**src/rtl/core/assert_macros.svh**
```systemverilog
// Assertion macros shared by the profiler RTL.
`ifndef ASSERT_MACROS_SVH
`define ASSERT_MACROS_SVH

// Checked on every rising edge of clk, ignored while rst_n is low.
`define ASSERT_RST(label, prop, msg) \
  label: assert property (@(posedge clk) disable iff (!rst_n) prop) else $error(msg);

// Checked on every rising edge of clk, reset included.
`define ASSERT_CLK(label, prop, msg) \
  label: assert property (@(posedge clk) prop) else $error(msg);

`endif

```
**src/rtl/core/tetp_pkg.sv**
```systemverilog
// Types, constants and state encodings of the task execution time profiler.
package tetp_pkg;

  localparam int unsigned NUM_TASKS_DEF = 16;
  localparam int unsigned TIME_W        = 29;
  localparam int unsigned WORD_W        = 32;
  localparam int unsigned LOAD_W        = 16;
  localparam int unsigned FUNC_W        = 2;
  localparam int unsigned TASK_W        = 4;
  localparam int unsigned IDX_W         = 9;
  localparam int unsigned SCALE_W       = 15;
  localparam int unsigned PROD_W        = WORD_W + SCALE_W;

  localparam logic [TIME_W-1:0]  TIMER_PERIOD_US = 29'd429496730;
  localparam logic [WORD_W-1:0]  LOAD_WINDOW_RST = 32'd200000;
  // 100 percent times 256 for the Q8 fraction.
  localparam logic [SCALE_W-1:0] LOAD_SCALE      = 15'd25600;

  typedef enum logic [FUNC_W-1:0] {
    FN_ENTRY = 2'd0,
    FN_EXIT  = 2'd1,
    FN_CALC  = 2'd2
  } tetp_func_t;

  typedef struct packed {
    logic [FUNC_W-1:0] func;
    logic [TASK_W-1:0] task_index;
    logic [TIME_W-1:0] time_us;
  } tetp_in_t;

  typedef struct packed {
    logic [TIME_W-1:0] elapsed_us;
    logic [TIME_W-1:0] max_elapsed;
    logic [WORD_W-1:0] min_elapsed;
    logic [TIME_W-1:0] avg_elapsed;
    logic [WORD_W-1:0] window_sum;
    logic [LOAD_W-1:0] load_percent_q8;
  } tetp_out_t;

  typedef struct packed {
    logic [TIME_W-1:0] entry_stamp;
    logic [TIME_W-1:0] max_time;
    logic [WORD_W-1:0] min_time;
    logic [TIME_W-1:0] avg_time;
    logic [WORD_W-1:0] sum_time;
  } tetp_rec_t;

  localparam int unsigned REC_W = $bits(tetp_rec_t);

  localparam tetp_rec_t REC_RST = '{
    entry_stamp: '0,
    max_time:    '0,
    min_time:    '1,
    avg_time:    '0,
    sum_time:    '0
  };

  typedef enum logic [2:0] {
    ST_IDLE,
    ST_RD,
    ST_UPD,
    ST_WALK,
    ST_LOAD,
    ST_DONE
  } tetp_state_t;

  typedef enum logic [1:0] {
    DV_IDLE,
    DV_CHK,
    DV_ITER
  } tetp_div_state_t;

endpackage

```
**src/rtl/core/task_execution_time_profiler_top.sv**
```systemverilog
// Task execution time profiler: per-task timing records in one RAM, read-modify-write.
// Entry and exit items with an in-range task index pass through the RAM read, the update and
// write, and the result register before the next ready; the result waits while the output is held.
// A calculate item walks all NUM_TASKS records through the RAM port, clearing each sum,
// and then runs the 16-step load divider.
// Reset clears control state and the per-task valid bits, so every record reads as reset.
`include "assert_macros.svh"

module task_execution_time_profiler_top #(
  parameter int unsigned NUM_TASKS = tetp_pkg::NUM_TASKS_DEF
) (
  input  logic                        clk,
  input  logic                        rst_n,
  input  logic                        in_valid,
  output logic                        in_ready,
  input  tetp_pkg::tetp_in_t          in_data,
  output logic                        out_valid,
  input  logic                        out_ready,
  output tetp_pkg::tetp_out_t         out_data,
  input  logic                        cfg_valid,
  output logic                        cfg_ready,
  input  logic [tetp_pkg::WORD_W-1:0] cfg_load_window_us
);
  import tetp_pkg::*;

  localparam int unsigned AW = (NUM_TASKS > 1) ? $clog2(NUM_TASKS) : 1;
  localparam int unsigned CW = AW + 1;
  localparam logic [IDX_W-1:0] NUM_TASKS_I = IDX_W'(NUM_TASKS);
  localparam logic [CW-1:0]    LAST_CNT    = CW'(NUM_TASKS);

  tetp_state_t          state_r, state_nxt;
  tetp_in_t             in_r, in_nxt;
  logic [AW-1:0]        addr_r, addr_nxt;
  tetp_rec_t            rec_r, rec_nxt;
  logic [TIME_W-1:0]    el_r, el_nxt;
  tetp_out_t            res_r, res_nxt;
  tetp_out_t            out_data_r, out_data_nxt;
  logic                 out_valid_r, out_valid_nxt;
  logic [WORD_W-1:0]    win_r;
  logic [CW-1:0]        wc_r, wc_nxt;
  logic                 pend_r, pend_nxt;
  logic [AW-1:0]        paddr_r, paddr_nxt;
  logic [WORD_W-1:0]    total_r, total_nxt;
  logic [NUM_TASKS-1:0] valid_r;

  logic                 ram_we;
  logic [AW-1:0]        ram_waddr;
  tetp_rec_t            ram_wdata;
  logic                 ram_re;
  logic [AW-1:0]        ram_raddr;
  logic [REC_W-1:0]     ram_rdata;

  logic                 div_start;
  logic                 div_done;
  logic [LOAD_W-1:0]    div_load;

  logic [IDX_W-1:0]     idx_ext;
  logic                 idx_ok;
  logic [AW-1:0]        idx_addr;
  logic                 sel_valid;
  tetp_rec_t            cur_rec;
  tetp_rec_t            upd_rec;
  tetp_rec_t            walk_rec;
  logic [TIME_W-1:0]    diff;
  logic [TIME_W-1:0]    el_new;
  logic [TIME_W:0]      avg_sum;

  tetp_ram #(
    .WIDTH (REC_W),
    .DEPTH (NUM_TASKS)
  ) u_rec_ram (
    .clk   (clk),
    .we    (ram_we),
    .waddr (ram_waddr),
    .wdata (ram_wdata),
    .re    (ram_re),
    .raddr (ram_raddr),
    .rdata (ram_rdata)
  );

  tetp_load u_load (
    .clk    (clk),
    .rst_n  (rst_n),
    .start  (div_start),
    .total  (total_r),
    .window (win_r),
    .done   (div_done),
    .load   (div_load)
  );

  assign idx_ext  = IDX_W'(in_data.task_index);
  assign idx_ok   = idx_ext < NUM_TASKS_I;
  assign idx_addr = idx_ext[AW-1:0];

  // A record never written since reset reads as its reset value.
  assign sel_valid = (state_r == ST_WALK) ? valid_r[paddr_r] : valid_r[addr_r];
  assign cur_rec   = sel_valid ? tetp_rec_t'(ram_rdata) : REC_RST;

  // When the exit time is not above the entry time the timer has wrapped once.
  assign diff   = in_r.time_us - cur_rec.entry_stamp;
  assign el_new = (in_r.time_us > cur_rec.entry_stamp) ? diff : diff + TIMER_PERIOD_US;

  assign avg_sum = {1'b0, el_r} + {1'b0, rec_r.avg_time};

  always_comb begin
    upd_rec = rec_r;
    if (in_r.func == FN_ENTRY) begin
      upd_rec.entry_stamp = in_r.time_us;
    end else begin
      if (rec_r.max_time < el_r) begin
        upd_rec.max_time = el_r;
      end
      if (rec_r.min_time > WORD_W'(el_r)) begin
        upd_rec.min_time = WORD_W'(el_r);
      end
      upd_rec.avg_time = (rec_r.avg_time == '0) ? el_r : avg_sum[TIME_W:1];
      upd_rec.sum_time = rec_r.sum_time + WORD_W'(el_r);
    end
  end

  always_comb begin
    walk_rec          = cur_rec;
    walk_rec.sum_time = '0;
  end

  always_comb begin
    state_nxt     = state_r;
    in_nxt        = in_r;
    addr_nxt      = addr_r;
    rec_nxt       = rec_r;
    el_nxt        = el_r;
    res_nxt       = res_r;
    out_data_nxt  = out_data_r;
    out_valid_nxt = out_valid_r && !out_ready;
    wc_nxt        = wc_r;
    pend_nxt      = pend_r;
    paddr_nxt     = paddr_r;
    total_nxt     = total_r;
    ram_we        = 1'b0;
    ram_waddr     = addr_r;
    ram_wdata     = upd_rec;
    ram_re        = 1'b0;
    ram_raddr     = addr_r;
    div_start     = 1'b0;
    case (state_r)
      ST_IDLE: begin
        if (in_valid) begin
          in_nxt   = in_data;
          addr_nxt = idx_addr;
          res_nxt  = '0;
          if (in_data.func == FN_CALC) begin
            wc_nxt    = '0;
            pend_nxt  = 1'b0;
            total_nxt = '0;
            state_nxt = ST_WALK;
          end else if ((in_data.func == FN_ENTRY || in_data.func == FN_EXIT) && idx_ok) begin
            ram_re    = 1'b1;
            ram_raddr = idx_addr;
            state_nxt = ST_RD;
          end else begin
            state_nxt = ST_DONE;
          end
        end
      end
      ST_RD: begin
        rec_nxt   = cur_rec;
        el_nxt    = el_new;
        state_nxt = ST_UPD;
      end
      ST_UPD: begin
        ram_we    = 1'b1;
        ram_waddr = addr_r;
        ram_wdata = upd_rec;
        if (in_r.func == FN_EXIT) begin
          res_nxt.elapsed_us = el_r;
        end
        res_nxt.max_elapsed = upd_rec.max_time;
        res_nxt.min_elapsed = upd_rec.min_time;
        res_nxt.avg_elapsed = upd_rec.avg_time;
        state_nxt = ST_DONE;
      end
      ST_WALK: begin
        // Reads run one record ahead of the write-back that clears its sum.
        if (wc_r < LAST_CNT) begin
          ram_re    = 1'b1;
          ram_raddr = wc_r[AW-1:0];
          paddr_nxt = wc_r[AW-1:0];
          wc_nxt    = wc_r + 1'b1;
          pend_nxt  = 1'b1;
        end else begin
          pend_nxt = 1'b0;
        end
        if (pend_r) begin
          total_nxt = total_r + cur_rec.sum_time;
          ram_we    = 1'b1;
          ram_waddr = paddr_r;
          ram_wdata = walk_rec;
        end
        if (wc_r == LAST_CNT && !pend_r) begin
          res_nxt.window_sum = total_r;
          div_start          = 1'b1;
          state_nxt          = ST_LOAD;
        end
      end
      ST_LOAD: begin
        if (div_done) begin
          res_nxt.load_percent_q8 = div_load;
          state_nxt               = ST_DONE;
        end
      end
      ST_DONE: begin
        if (!out_valid_r || out_ready) begin
          out_data_nxt  = res_r;
          out_valid_nxt = 1'b1;
          state_nxt     = ST_IDLE;
        end
      end
      default: begin
        state_nxt = ST_IDLE;
      end
    endcase
  end

  always_ff @(posedge clk) begin
    if (!rst_n) begin
      state_r     <= ST_IDLE;
      out_valid_r <= 1'b0;
      wc_r        <= '0;
      pend_r      <= 1'b0;
      win_r       <= LOAD_WINDOW_RST;
      valid_r     <= '0;
    end else begin
      state_r     <= state_nxt;
      out_valid_r <= out_valid_nxt;
      wc_r        <= wc_nxt;
      pend_r      <= pend_nxt;
      if (cfg_valid) begin
        win_r <= cfg_load_window_us;
      end
      if (ram_we) begin
        valid_r[ram_waddr] <= 1'b1;
      end
    end
  end

  always_ff @(posedge clk) begin
    in_r       <= in_nxt;
    addr_r     <= addr_nxt;
    rec_r      <= rec_nxt;
    el_r       <= el_nxt;
    res_r      <= res_nxt;
    out_data_r <= out_data_nxt;
    paddr_r    <= paddr_nxt;
    total_r    <= total_nxt;
  end

  assign in_ready  = (state_r == ST_IDLE);
  assign cfg_ready = 1'b1;
  assign out_valid = out_valid_r;
  assign out_data  = out_data_r;

  `ASSERT_RST(a_one_item_at_a_time, (in_valid && in_ready) |=> !in_ready, "item accepted while busy")
  `ASSERT_RST(a_write_in_range, ram_we |-> (IDX_W'(ram_waddr) < NUM_TASKS_I), "record write out of range")
  `ASSERT_RST(a_div_done_in_load, div_done |-> (state_r == ST_LOAD), "load result outside load wait")
  `ASSERT_CLK(a_reset_clears_out, !rst_n |=> !out_valid, "result valid right after reset")

endmodule

```
**src/rtl/core/tetp_ram.sv**
```systemverilog
// Generic single-clock RAM with one write port and one registered read port.
module tetp_ram #(
  parameter int unsigned WIDTH = 8,
  parameter int unsigned DEPTH = 16,
  localparam int unsigned AW = (DEPTH > 1) ? $clog2(DEPTH) : 1
) (
  input  logic             clk,
  input  logic             we,
  input  logic [AW-1:0]    waddr,
  input  logic [WIDTH-1:0] wdata,
  input  logic             re,
  input  logic [AW-1:0]    raddr,
  output logic [WIDTH-1:0] rdata
);

  logic [WIDTH-1:0] mem [DEPTH];

  always_ff @(posedge clk) begin
    if (we) begin
      mem[waddr] <= wdata;
    end
    if (re) begin
      rdata <= mem[raddr];
    end
  end

endmodule

```
**src/rtl/core/tetp_load.sv**
```systemverilog
// Load computation: total times 25600, divided by the window one bit a cycle, saturated.
`include "assert_macros.svh"

module tetp_load (
  input  logic                        clk,
  input  logic                        rst_n,
  input  logic                        start,
  input  logic [tetp_pkg::WORD_W-1:0] total,
  input  logic [tetp_pkg::WORD_W-1:0] window,
  output logic                        done,
  output logic [tetp_pkg::LOAD_W-1:0] load
);
  import tetp_pkg::*;

  localparam int unsigned CNT_W = $clog2(LOAD_W);
  localparam logic [CNT_W-1:0] LAST_BIT = CNT_W'(LOAD_W - 1);

  tetp_div_state_t   state_r, state_nxt;
  logic [PROD_W-1:0] prod_r, prod_nxt;
  logic [WORD_W-1:0] win_r, win_nxt;
  logic [WORD_W-1:0] rem_r, rem_nxt;
  logic [LOAD_W-1:0] quo_r, quo_nxt;
  logic [CNT_W-1:0]  cnt_r, cnt_nxt;
  logic              done_r, done_nxt;

  logic [WORD_W:0]   hi_ext;
  logic [WORD_W:0]   trial;
  logic [WORD_W:0]   diff;

  assign hi_ext = (WORD_W + 1)'(prod_r[PROD_W-1:LOAD_W]);
  assign trial  = {rem_r, prod_r[LOAD_W-1]};
  assign diff   = trial - {1'b0, win_r};

  always_comb begin
    state_nxt = state_r;
    prod_nxt  = prod_r;
    win_nxt   = win_r;
    rem_nxt   = rem_r;
    quo_nxt   = quo_r;
    cnt_nxt   = cnt_r;
    done_nxt  = 1'b0;
    case (state_r)
      DV_IDLE: begin
        if (start) begin
          prod_nxt  = PROD_W'(total) * PROD_W'(LOAD_SCALE);
          win_nxt   = window;
          state_nxt = DV_CHK;
        end
      end
      DV_CHK: begin
        // A quotient above 16 bits shows in the high part already; a zero window lands here too.
        if (hi_ext >= {1'b0, win_r}) begin
          quo_nxt   = '1;
          done_nxt  = 1'b1;
          state_nxt = DV_IDLE;
        end else begin
          rem_nxt   = hi_ext[WORD_W-1:0];
          cnt_nxt   = '0;
          state_nxt = DV_ITER;
        end
      end
      DV_ITER: begin
        if (trial >= {1'b0, win_r}) begin
          rem_nxt = diff[WORD_W-1:0];
          quo_nxt = {quo_r[LOAD_W-2:0], 1'b1};
        end else begin
          rem_nxt = trial[WORD_W-1:0];
          quo_nxt = {quo_r[LOAD_W-2:0], 1'b0};
        end
        prod_nxt = prod_r << 1;
        cnt_nxt  = cnt_r + 1'b1;
        if (cnt_r == LAST_BIT) begin
          done_nxt  = 1'b1;
          state_nxt = DV_IDLE;
        end
      end
      default: begin
        state_nxt = DV_IDLE;
      end
    endcase
  end

  always_ff @(posedge clk) begin
    if (!rst_n) begin
      state_r <= DV_IDLE;
      done_r  <= 1'b0;
    end else begin
      state_r <= state_nxt;
      done_r  <= done_nxt;
    end
  end

  always_ff @(posedge clk) begin
    prod_r <= prod_nxt;
    win_r  <= win_nxt;
    rem_r  <= rem_nxt;
    quo_r  <= quo_nxt;
    cnt_r  <= cnt_nxt;
  end

  assign done = done_r;
  assign load = quo_r;

  `ASSERT_RST(a_rem_below_window, (state_r == DV_ITER) |-> (rem_r < win_r), "remainder not below window")

endmodule

```
**config.mk**
```make
export PLATFORM = sky130hd
export DESIGN_NAME = task_execution_time_profiler_top
export DESIGN_NICKNAME = d
export VERILOG_FILES = /design/src/rtl/core/tetp_pkg.sv /design/src/rtl/core/task_execution_time_profiler_top.sv /design/src/rtl/core/tetp_ram.sv /design/src/rtl/core/tetp_load.sv
export VERILOG_INCLUDE_DIRS = /design/src /design/src/rtl/core
export SDC_FILE = /design/constraint.sdc
export NUM_CORES = 2
export LEC_CHECK = 0
export ABC_AREA = 1
export BUFFER_PORTS_ARGS = -buffer_cell sky130_fd_sc_hd__buf_2
export CAP_MARGIN = 40
export CORE_MARGIN = 1
export CORE_UTILIZATION = 35
export CTS_CLUSTER_DIAMETER = 60
export DETAILED_ROUTE_END_ITERATION = 7
export PLACE_DENSITY = 0.49
export SLEW_MARGIN = 0
export SYNTH_ARGS = -nofsm -noshare
export SYNTH_HDL_FRONTEND = slang
export SYNTH_SLANG_ARGS = --single-unit
```
**constraint.sdc**
```tcl
create_clock -name clk -period 17.5 [get_ports clk]
set_clock_uncertainty 0.15 [all_clocks]
set_input_delay 0.875 -clock clk [delete_from_list [all_inputs] [get_ports clk]]
set_output_delay 0.875 -clock clk [all_outputs]
set_load 0.03 [all_outputs]
```
[After elaboration in Yosys (flattened, before gate mapping)]
Memories as Yosys holds them, arrays and structs flattened. A register that Yosys moved wholly into a read port is not among the register bits.
Cells that the tools add are included.
Cells by class
  add/sub/neg operators: 8
  $mul: 1
  $lt $le $gt $ge: 11
  equality and inequality tests: 24
  mux-type cells: 78
  bitwise logic cells: 1
  reduce and logical (&&, ||, !) cells: 35
Operator list (count)
  $mux W151: 3
  $pmux W119 S2: 1
  $mux W32: 7
  $pmux W32 S2: 3
  $mux W167: 1
  $mux W29: 5
  $mux W122: 1
  $pmux W47 S2: 1
  $pmux W16 S2: 2
  $mux W47: 1
  $mul A32 B5 Y37 const B: 1
  $ge A33 B32 Y1: 1
  $add A32 B29 Y32: 1
  $add A32 B32 Y32: 1
  $ge A31 B32 Y1: 1
  $gt A32 B29 Y1: 1
  $mux W16: 2
  $sub A32 B32 Y32: 1
  $add A29 B29 Y30: 1
  $add A29 B29 Y29 const B: 1
  $gt A29 B29 Y1: 1
  $logic_not A29 Y1: 1
  $lt A29 B29 Y1: 1
  $sub A29 B29 Y29: 1
  36 further kinds: 118
Storage, ports and cells
  flip-flop bits (word level): 777
  RAM bits: 2416
  input bits: 72
  output and inout port bits: 170
  memories: 1
Memories
  u_rec_ram.mem: words 16, bits a word 151, rd ports 1, clocked after Yosys merged registers in 1, wr ports 1, line tetp_ram.sv:16  | logic [WIDTH-1:0] mem [DEPTH];

[Depth between registers and ports, before layout]
  word-level depth: 7
  depth in mapped cells: 34
  gate-level depth less buffers: 31

[Modules after synthesis]
A second synthesis with hierarchy kept.
Unflattened totals
  cell total of the unflattened synthesis: 15033
  area total of the unflattened synthesis: 153024.3 µm²
By module, submodules not included
  tetp_ram: times used 1, cells each 9162, area an instance 104722.9 µm², sequential area each 77083.9 µm²
  task_execution_time_profiler_top: times used 1, cells each 4130, area an instance 35805.6 µm², sequential area each 18728.0 µm²
  tetp_load: times used 1, cells each 1741, area an instance 12495.7 µm², sequential area each 3693.5 µm²

[Worst setup path after synthesis]
Ideal clock, no wire load.
  path type: register to register
  from: reg state_r[0]
  to: reg state_r[1]
  library setup time: 104 ps
  arrival time: 14102 ps
  slack: 3144 ps
  stages on the path, launching flop included: 5
  buffers on the path: 0
  period minus slack after synthesis: 14356 ps
  cell sequence: dfxtp_1 inv_2 nor3_1 o21ai_0 a21oi_1
Between the ends
  longest elaborated chain between the ends: 3
  elaborated cells on any way between the ends: 12
Ends and longest elaborated chain
  start: declaration: line task_execution_time_profiler_top.sv:31  | tetp_state_t state_r, state_nxt;
  start signal: assignment: line task_execution_time_profiler_top.sv:233  | state_r <= state_nxt;
  $eq A3 B3 Y1, or another cell as far along: line task_execution_time_profiler_top.sv:145  | case (state_r)
  $ne A2 B1 Y1 (no source line) / $ne A2 B2 Y1 (equally long branches)
  $reduce_and A4 Y1 (no source line)
Parallel ways exist; a longest one is shown, timed or not.
A chain may end at the register's enable or synchronous reset.

[Worst setup path in the final report]
  from: reg state_r[0]
  to: mem u_rec_ram.mem[6][107] (netlist bit) (enable)
Between the ends
  longest elaborated chain between the ends: 4
  elaborated cells on any way between the ends: 6
Ends and longest elaborated chain
  $eq A3 B2 Y1: line task_execution_time_profiler_top.sv:145
  $pmux W1 S2: line task_execution_time_profiler_top.sv:145
  $mux W1: line tetp_ram.sv:19  | if (we) begin
  $mux W1 (not written as such): line tetp_ram.sv:20  | mem[waddr] <= wdata;
  end: declaration: line tetp_ram.sv:16
Parallel ways exist; a longest one is shown, timed or not.

==> key figures <==
Setup path
  – R2r startpoint: state_r[0]
  – CP Capture Type: flop
  – Most numerous cell on the critical path: buf_4
  – Crit-path max cell delay: 0.79 ns
  – CP Cell Sequence: inv_2 > nor3_4 > buf_4 > clkinv_1 > buf_4 > nor2_4 > inv_6 > o21ai_0 > nand3_1 > nor2_4 > buf_4 > buf_4 > buf_4
  – CP Max Fanout: 63
  – R2r setup slk: 10.75 ns
  – Slowest CP cell: buf_4
  – Worst path buffer plus inverter count: 8
  – Worst path arrival time: 7.15 ns
  – Kind of cell adding the most delay to the critical path: buffers and inverters
  – Cells on worst reg2reg path: 13
  – Startpoint Class: flop
  – CP Launch Point: state_r[0]
  – Worst r2r dst: u_rec_ram.mem[6][107]
  – CP Depth: 13
  – WP data required: 17.91 ns
  – Critical path capture point: u_rec_ram.mem[6][107]
  – WS Path Type: flop to flop

Logic synthesis
  – Register area share after synthesis: 0.680
  – Ys flop type: edfxtp_1
  – Post-synth EDFFs: 3273
  – Syn Nets: 13300
  – Synth warn: 0
  – Flops & latches, synth: 3334
  – Synthesized area: 146000 um^2
  – Async SR Flop Fraction: 0
  – Post-Syn Instances: 12800
  – Synthesized area per cell: 11.4 um^2
  – Distinct cell type count after synthesis: 57

Drt
  – DRC Markers: 0
  – Via density: 5.21
  – DR iter-0 viols: 8951
  – Vias post-DR: 98800
  – WL final: 458 mm
  – Avg WL per Cell: 24.1 um
  – First-pass DRT Iterations: 6
  – Final antenna-violating net count: 0

Floorplan
  – Initial Util: 0.351
  – Row count: 237
  – Die Area: 420000 um^2
  – Core area: 416000 um^2
  – Die Height: 648 um
  – Die width: 648 um
  – # IOs: 242

Clock tree
  – Clk sink count: 3334
  – CTS max path bufs: 4
  – Worst-Skew Late Latency: 0.96 ns
  – Post-CTS Setup Inserts: 0
  – Num CTS Buffers: 358
  – TritonCTS clock tree: built
  – Root Buffer Master: clkbuf_16
  – Worst-path clk slew: 0.06 ns
  – H-tree depth: 5

Global routing
  – Largest net degree at the start of global routing: 200
  – Initial antenna violation count: 16
  – Vias in the first global route: 94500
  – Congestion Overflow GR: 0
  – Gr usage total: 0.212
  – Global-route wire length before repair: 662 mm

STA
  – RSZ-0062 raised after global routing: false
  – Slew Limit Fails: 0
  – Relative slew margins: 0.270
  – Setup_tns: 0 ns
  – Post-layout min period: 6.75 ns
  – Final Cycle Share: 0.386
  – Highest Clock Rate: 148 MHz
  – Fin Hold WS: 0.158 ns
  – # setup viols final: 0
  – Final hold viol count: 0
  – Worst slew pin tran: 1.09 ns

Run
  – Max-cap violations: 0

Power and ir drop
  – Power per cell area: 180 nW/um^2
  – Peak supply drop: 0.121 mV
  – Power Total: 30.2 mW
  – Leakage Power: 60.6 nW

Worst hold path
  – Worst hold-check path type: input pin to flop
  – Hold_sp: out_ready

Place
  – RePlAce Congestion: 0.896
  – I/O Buffers: 240
  – Hpwl dp: 265 mm

Cells and area
  – Layout cells sized above 1: 0.0922
  – Final-stage net count: 13600
  – Layout area overhead: 14.5%
  – Fill cell count: 40000

Status
  – Status: finished, final reports clean
metrics by stage:
stage | area, um^2 | cells | setup WS (ns) | utilization
final | 167000 | 19000 | 10.75 | 0.402
after global routing | 167000 | 19000 | 10.46 | 0.402
after CTS | 167000 | 18900 | 10.67 | 0.402
after detailed placement | 155000 | 18200 | 10.65 | 0.372
after global placement | 154000 | 18100 | 10.52 | 0.369
after floorplan | 146000 | 12800 | 3.14 | -
layout by cell type (no fill, tap or decap), types with 14 or more instances in the layout:
| master | synthesis | layout |
|---|---|---|
| fa_1 | 32 | 32 |
| o221ai_1 | 26 | 26 |
| o211ai_1 | 600 | 600 |
| xnor2_1 | 22 | 22 |
| inv_1 | 988 | 982 |
| clkinv_1 | 1 | 72 |
| inv_6 | 0 | 15 |
| a21o_1 | 16 | 16 |
| nand2_1 | 1928 | 1925 |
| nor3_1 | 50 | 48 |
| buf_2 | 202 | 252 |
| clkbuf_1 | 369 | 64 |
| buf_4 | 23 | 250 |
| edfxtp_1 | 3273 | 3273 |
| clkbuf_16 | 0 | 367 |
| nor4_1 | 16 | 16 |
| dlygate4sd3_1 | 0 | 61 |
| o21ai_1 | 330 | 351 |
| or2_2 | 98 | 98 |
| nand3_1 | 426 | 426 |
| clkinv_2 | 0 | 66 |
| nor2_4 | 2 | 22 |
| nand4_1 | 48 | 48 |
| o21a_1 | 27 | 27 |
| o22ai_1 | 165 | 165 |
| nor2_1 | 1928 | 1907 |
| dfxtp_1 | 61 | 61 |
| a21oi_1 | 373 | 371 |
| bufinv_16 | 0 | 37 |
| xor2_1 | 45 | 45 |
| nand3b_1 | 14 | 14 |
| diode_2 | 0 | 46 |
| a31oi_1 | 17 | 17 |
| o21bai_1 | 21 | 21 |
| buf_16 | 0 | 29 |
| buf_12 | 0 | 28 |
| o21ai_0 | 1224 | 1201 |
| ha_1 | 346 | 345 |
sequential cells by signal, indices dropped and copies added (netlist names), 3 cells and up:
signal           cells
addr_r               4
u_load.cnt_r         4
u_rec_ram.mem     2416
u_load.rem_r        32
out_data           167
total_r             32
state_r              3
valid_r             16
win_r               32
u_load.win_r        32
el_r                29
res_r              167
wc_r                 5
u_load.prod_r       37
u_rec_ram.rdata    151
in_r                31
u_load.load         16
rec_r              151
paddr_r              4
synthesized netlist by cell type, drive strengths merged, types with 48 or more instances:
master,n,area share
nor2,1930,0.050
ha,346,0.030
nand4,48,0.0021
clkbuf,370,0.0095
edfxtp,3273,0.67
nand2,1934,0.050
nor3,51,0.0018
nand3,426,0.015
o211ai,600,0.031
or2,110,0.0047
dfxtp,61,0.0084
o22ai,166,0.0072
buf,280,0.010
inv,996,0.026
o21ai,1554,0.053
a21oi,377,0.013
repair_timing:
action                    CTS  global route
hold endpoints to repair   61             0
hold buffers               61             0
gates resized for setup     0             0
worst min-delay path by stage:
stage,endpoint,cells past startpoint
after floorplan,out_data[0],0
after global placement,out_data[10],0
after detailed placement,out_data[11],0
after CTS,out_valid,4
after global routing,out_valid,4
final,out_valid,4
worst min-delay path, stage by stage:
cell,delay [ns]
buf_2,0.08
inv_1,0.08
nand2_1,0.10
a21oi_1,0.06
power breakdown:
part | total (mW) | switching [mW] | internal, mW
Combinational | 10.9 | 8.08 | 2.85
Clock | 7.61 | 3.21 | 4.40
Sequential | 11.6 | 0.374 | 11.2
routing by layer:
layer,wire [um],GRT usage
met1,203000,0.293
met2,215000,0.349
met3,24000,0.0239
met4,15900,0.0706
met5,0,0
kinds of logic (layout without fill, tap and decap cells):
| kind of cell | count (synthesis) | count (layout) | synth area share |
|---|---|---|---|
| compound gates | 2838 | 2838 | 0.112 |
| xor+xnor | 67 | 67 | 0.00401 |
| fa+ha+maj | 378 | 378 | 0.0340 |
| buf+inv | 1647 | 2271 | 0.0455 |
| flops | 3334 | 3334 | 0.680 |
| other cells | 1 | 47 | 0.0000256 |
| simple gates | 4536 | 4536 | 0.124 |
final cells by class:
cell class                      instances  area [um^2]  area share
Sequential cell                      3334        99500       0.594
Multi-Input combinational cell       7820        40300       0.241
Clock buffer                          432         9440      0.0564
Tap cell                             5497         6880      0.0411
Timing Repair Buffer                  624         5170      0.0309
Inverter                              997         3780      0.0226
Clock inverter                        218         2180      0.0130
Antenna cell                           46          115    0.000688
Note: power is estimated with default switching activity, not from simulation.
